$ cat src/design/spb_pkg.sv
// Shared types and constants for the simple path edge builder.
`default_nettype none

package spb_pkg;

	// Fixed field widths
	localparam int EDGE_W    = 32;
	localparam int LEN_OUT_W = 9;

	// Fan-in of each node in the registered match-reduction tree
	localparam int FANIN = 8;

	// Request codes
	typedef logic [1:0] req_code_t;
	localparam req_code_t REQ_EXTEND = 2'd0;
	localparam req_code_t REQ_QUERY  = 2'd1;
	localparam req_code_t REQ_CLEAR  = 2'd2;

	// Status codes
	typedef logic [1:0] status_code_t;
	localparam status_code_t ST_OK     = 2'd0;
	localparam status_code_t ST_REJECT = 2'd1;
	localparam status_code_t ST_FULL   = 2'd2;

	// Request item
	typedef struct packed {
		req_code_t           req_type;
		logic [EDGE_W-1:0]   edge_id;
		logic                strict;
	} spb_cmd_t;

	// Result item
	typedef struct packed {
		status_code_t          status;
		logic                  found;
		logic                  is_simple;
		logic                  is_prime;
		logic                  closed_cycle;
		logic [LEN_OUT_W-1:0]  walk_length;
	} spb_rsp_t;

	// Control broadcast to every cell of the sorted chain
	typedef struct packed {
		logic cmp;   // register compare flags against the key
		logic ins;   // shift right of the insert slot and drop the key in
	} spb_cell_ctl_t;

endpackage

`default_nettype wire

$ cat src/design/spb_cell.sv
// One cell of the sorted edge chain: holds one entry and its compare flags.
`default_nettype none

module spb_cell #(
	parameter int IDX = 0,
	parameter int LW  = 9
) (
	input  logic                      clk,
	input  logic                      arst_n,
	input  spb_pkg::spb_cell_ctl_t    ctl,
	input  logic [spb_pkg::EDGE_W-1:0] key,
	input  logic [LW-1:0]             len,
	input  logic [spb_pkg::EDGE_W-1:0] left_v,
	input  logic                      left_gt,
	output logic [spb_pkg::EDGE_W-1:0] v_q,
	output logic                      gt_q,
	output logic                      eq_q
);
	import spb_pkg::*;

	logic occupied;

	// entry lies inside the current walk length
	assign occupied = len > LW'(IDX);

	// stored entry: shifts in from the left neighbor or takes the key
	always_ff @(posedge clk) begin
		if (ctl.ins && gt_q) begin
			v_q <= left_gt ? left_v : key;
		end
	end

	// compare flags; empty cells count as greater so they take part in the shift
	always_ff @(posedge clk or negedge arst_n) begin
		if (!arst_n) begin
			gt_q <= 1'b0;
			eq_q <= 1'b0;
		end else if (ctl.cmp) begin
			gt_q <= !occupied || (v_q > key);
			eq_q <= occupied && (v_q == key);
		end
	end

endmodule

`default_nettype wire

$ cat config.mk
export PLATFORM = sky130hd
export DESIGN_NAME = spb_cell
export DESIGN_NICKNAME = d
export VERILOG_FILES = /design/src/design/spb_pkg.sv /design/src/design/spb_cell.sv
export SDC_FILE = /design/constraint.sdc
export NUM_CORES = 1
export LEC_CHECK = 0
export ABC_AREA = 1
export BUFFER_PORTS_ARGS = -buffer_cell sky130_fd_sc_hd__buf_2
export CORE_ASPECT_RATIO = 1.1
export CORE_MARGIN = 5
export CORE_UTILIZATION = 30
export DETAILED_ROUTE_END_ITERATION = 8
export GPL_TIMING_DRIVEN = 0
export PLACE_DENSITY = 0.55
export RECOVER_POWER = 25
export SLEW_MARGIN = 20
export SYNTH_ARGS = -nofsm -noshare
export SYNTH_HDL_FRONTEND = slang
export SYNTH_SLANG_ARGS = --single-unit
export TNS_END_PERCENT = 5
$ cat constraint.sdc
create_clock -name clk -period 1.9 [get_ports clk]
set_input_delay 0.38 -clock clk [delete_from_list [all_inputs] [get_ports clk]]
set_output_delay 0.38 -clock clk [all_outputs]
set_load 0.05 [all_outputs]
==> impl_metrics.toml <==
[placement]
dp_hpwl_um = 4910
placed_area_um2 = 2940
port_buffers = 110
gp_congestion = 0.802
placedCellCount = 459

[cells_and_area]
insertedDiodeCount = 0
multi_input_area_um2 = 1080
fin_nets = 490
n_fill_cell = 787
layout-drive-gt1-share_pct = 33.1
regArea_um2 = 1010
final_area_um2 = 3030
layout.cells.non_filler = 468
area_growth_pct = 32.7

[synthesis]
syn-cell-area_um2 = 2280
synthTopCellsByArea = "edfxtp_1 42%, ha_1 18%, nand2_1 11%, inv_1 7.2%, o21ai_0 7.2%"
synth_nets = 372
ys_seq_area_share_pct = 44.3
yosys_warnings = 0
synth_area_per_cell_um2 = 8.71
syn_inst = 262
synth_cell_types = 22
synth_top_area_cell = "edfxtp_1"
ys_seq_elements = 34
yosysTopAreaCellShare_pct = 42.1

[timing]
rsz0062_at_grt = "false"
fin_skew_ns = 0.00845
worstMarginPinSlew_ns = 0.735
finalSetupViolCount = 0
tns_ns = 0
finalHoldViolations = 0
finalCritPeriodShare_pct = 79.6
relSlewSlack_pct = 51.0
fin_crit_ns = 1.51
slew_violations = 0
whs_ns = 0.368
fmax_ghz = 0.661

[worst_setup_path]
path_max_fanout = 2
cp_slowest_stage_delay_ns = 0.40
required_ns = 2.07
crit_buf_inv = 0
crit_path_end_kind = "register"
critPathSlowestCell = "edfxtp_1"
crit_family = "simple AND/OR/NAND/NOR gates"
crit_type = "reg -> reg"
cp_cell_sequence = "ha_1 > nand2_1 > nor2_1 > nand4_1 > nor2_1 > nand3_2 > o21ai_2 > a21oi_2"
cp.arrival_ns = 1.68
critPathLaunchType = "register"
cpMostUsedCell = "nor2_1"

[power]
power_switching_uw = 728
p_int_mw = 1.35
power_mw = 2.08
leakagePower_nw = 1.59
switching_share_pct = 35.1
combPwrFrac_pct = 30.3
irDropWorstVdd_v = 0.000239
p_per_area_nw_per_um2 = 686
pwr-share-clk_pct = 24.7
seq_power_share_pct = 44.9

[clock_network]
insertion_delay_ns = 0.28
numCtsBuffers = 5
cts.sinks = 34
cts.reportedPaths.clkPinSlew_ns = 0.08
h-tree-depth = 2
cts_tree = "yes"
cts_root_buf = "clkbuf_8"
cts_resized = 0
cts_buffer_depth = 2

[grt]
grt_start_max_net_pins = 33
grt_pass1_wl_um = 9470
grt_pass1_vias = 2102
grtUsageTotal_pct = 12.7
antenna_found_initial = 0
grt_overflow = 0

[routing]
wl_per_cell_um = 12.8
ant_nets = 0
drc_errors = 0
vias = 2082
drt_pass1_iterations = 4
vias_per_cell = 4.45
finalWirelength_um = 5990
drt_iter0_drc = 35

[floorplanning]
die_w_um = 93.2
pin_count = 112
rows = 33
initial_core_util_pct = 30.7
core_um2 = 7430
dieArea_um2 = 9450
die_h_um = 101

[min_path]
min_path_type = "in -> reg"

[status]
status = "finished, final reports clean"

[run]
maxCapViolCount = 0
## state kept, by name, summed over array words and instances, names as in the netlist
signal,cells
v_q,32
eq_q,1
gt_q,1
## synth_stat cells, drive strengths merged
| master | n |
|---|---|
| o21a | 1 |
| nand4 | 3 |
| inv | 44 |
| nand3 | 4 |
| nand2 | 69 |
| clkbuf | 4 |
| mux2 | 1 |
| edfxtp | 32 |
| o21ai | 34 |
| dfrtp | 2 |
| a21oi | 14 |
| buf | 3 |
| ha | 32 |
| nor2 | 17 |
| a21o | 2 |
## through the flow
stage | utilization [%] | setup slack, ns
finish | 40.7 | 0.388
global route | 40.7 | 0.227
CTS | 40.8 | 0.346
detailed placement | 39.6 | 0.261
global placement | 39.6 | 0.0220
floorplan | - | 0.127
## path summary, 6_finish.rpt
check / end / startpoint / slack, ns / cells after the start
worst max-delay path: gt_q / v_q[7] / 0.39 / 8
worst min-delay path: v_q[2] / left_v[2] / 0.37 / 3
worst max register to register: gt_q / v_q[7] / 0.39 / 8
worst min register to register: eq_q / eq_q / 0.51 / 2
max in group asynchronous: eq_q / arst_n / 1.33 / 2
min in group asynchronous: gt_q / arst_n / 0.43 / 2
## kinds of logic (layout without fill, tap and decap cells)
group                      Yosys count  in the layout  share of synthesized area (%)
muxes                                1              1                          0.493
AOI/OAI and AO/OA                   51             51                           11.8
and+or+nand+nor                     93             93                           17.3
buffers and inverters               51            170                           8.55
DFF                                 34             34                           44.3
adders and majority gates           32             32                           17.5
## power by group through the flow
stage	Combinational (mW)	Clock, mW	Sequential (mW)
4_1_cts	0.644	0.543	0.935
3_5_place_dp	0.639	0	0.952
2_1_floorplan	0.240	0	1.14
3_3_place_gp	0.630	0	0.951
6_report	0.629	0.513	0.933
5_1_grt	0.709	0.569	0.941
## final cells by class
cell class	instances	area share, %
Multi-Input combinational cell	177	35.5
Sequential cell	34	33.4
Timing Repair Buffer	111	18.5
Inverter	44	5.45
Tap cell	87	3.60
Clock buffer	5	2.27
Buffer	7	0.909
Clock inverter	3	0.372
## repair_timing
action                                 4_1_cts  5_1_grt
buffers inserted                             0        0
hold buffers                                 1        0
endpoints found under the hold margin        2        0
## per-layer routing
metal	global-route usage [%]	up-vias	part of all wire (%)
li1	-	1101	-
met1	14.8	910	41
met2	23.4	66	50
met3	2.45	5	7.0
met4	4.06	0	1.3
met5	0	-	0
## tightest hold or removal path, stage by stage
cell     delay (ns)
buf_2          0.08
nand2_1        0.04
o21ai_0        0.05
## cell usage in the layout, fill, tap and decap left out, types with 3 or more instances in the layout
cell | synthesis | layout
clkbuf_1 | 4 | 7
clkinv_1 | 0 | 3
inv_1 | 44 | 43
edfxtp_1 | 32 | 32
nand3_1 | 3 | 3
nor2_1 | 15 | 15
buf_2 | 3 | 110
nand2_1 | 67 | 67
o21ai_0 | 33 | 33
a21oi_1 | 13 | 13
clkbuf_8 | 0 | 5
ha_1 | 32 | 32
(Power assumes the default switching activity.)
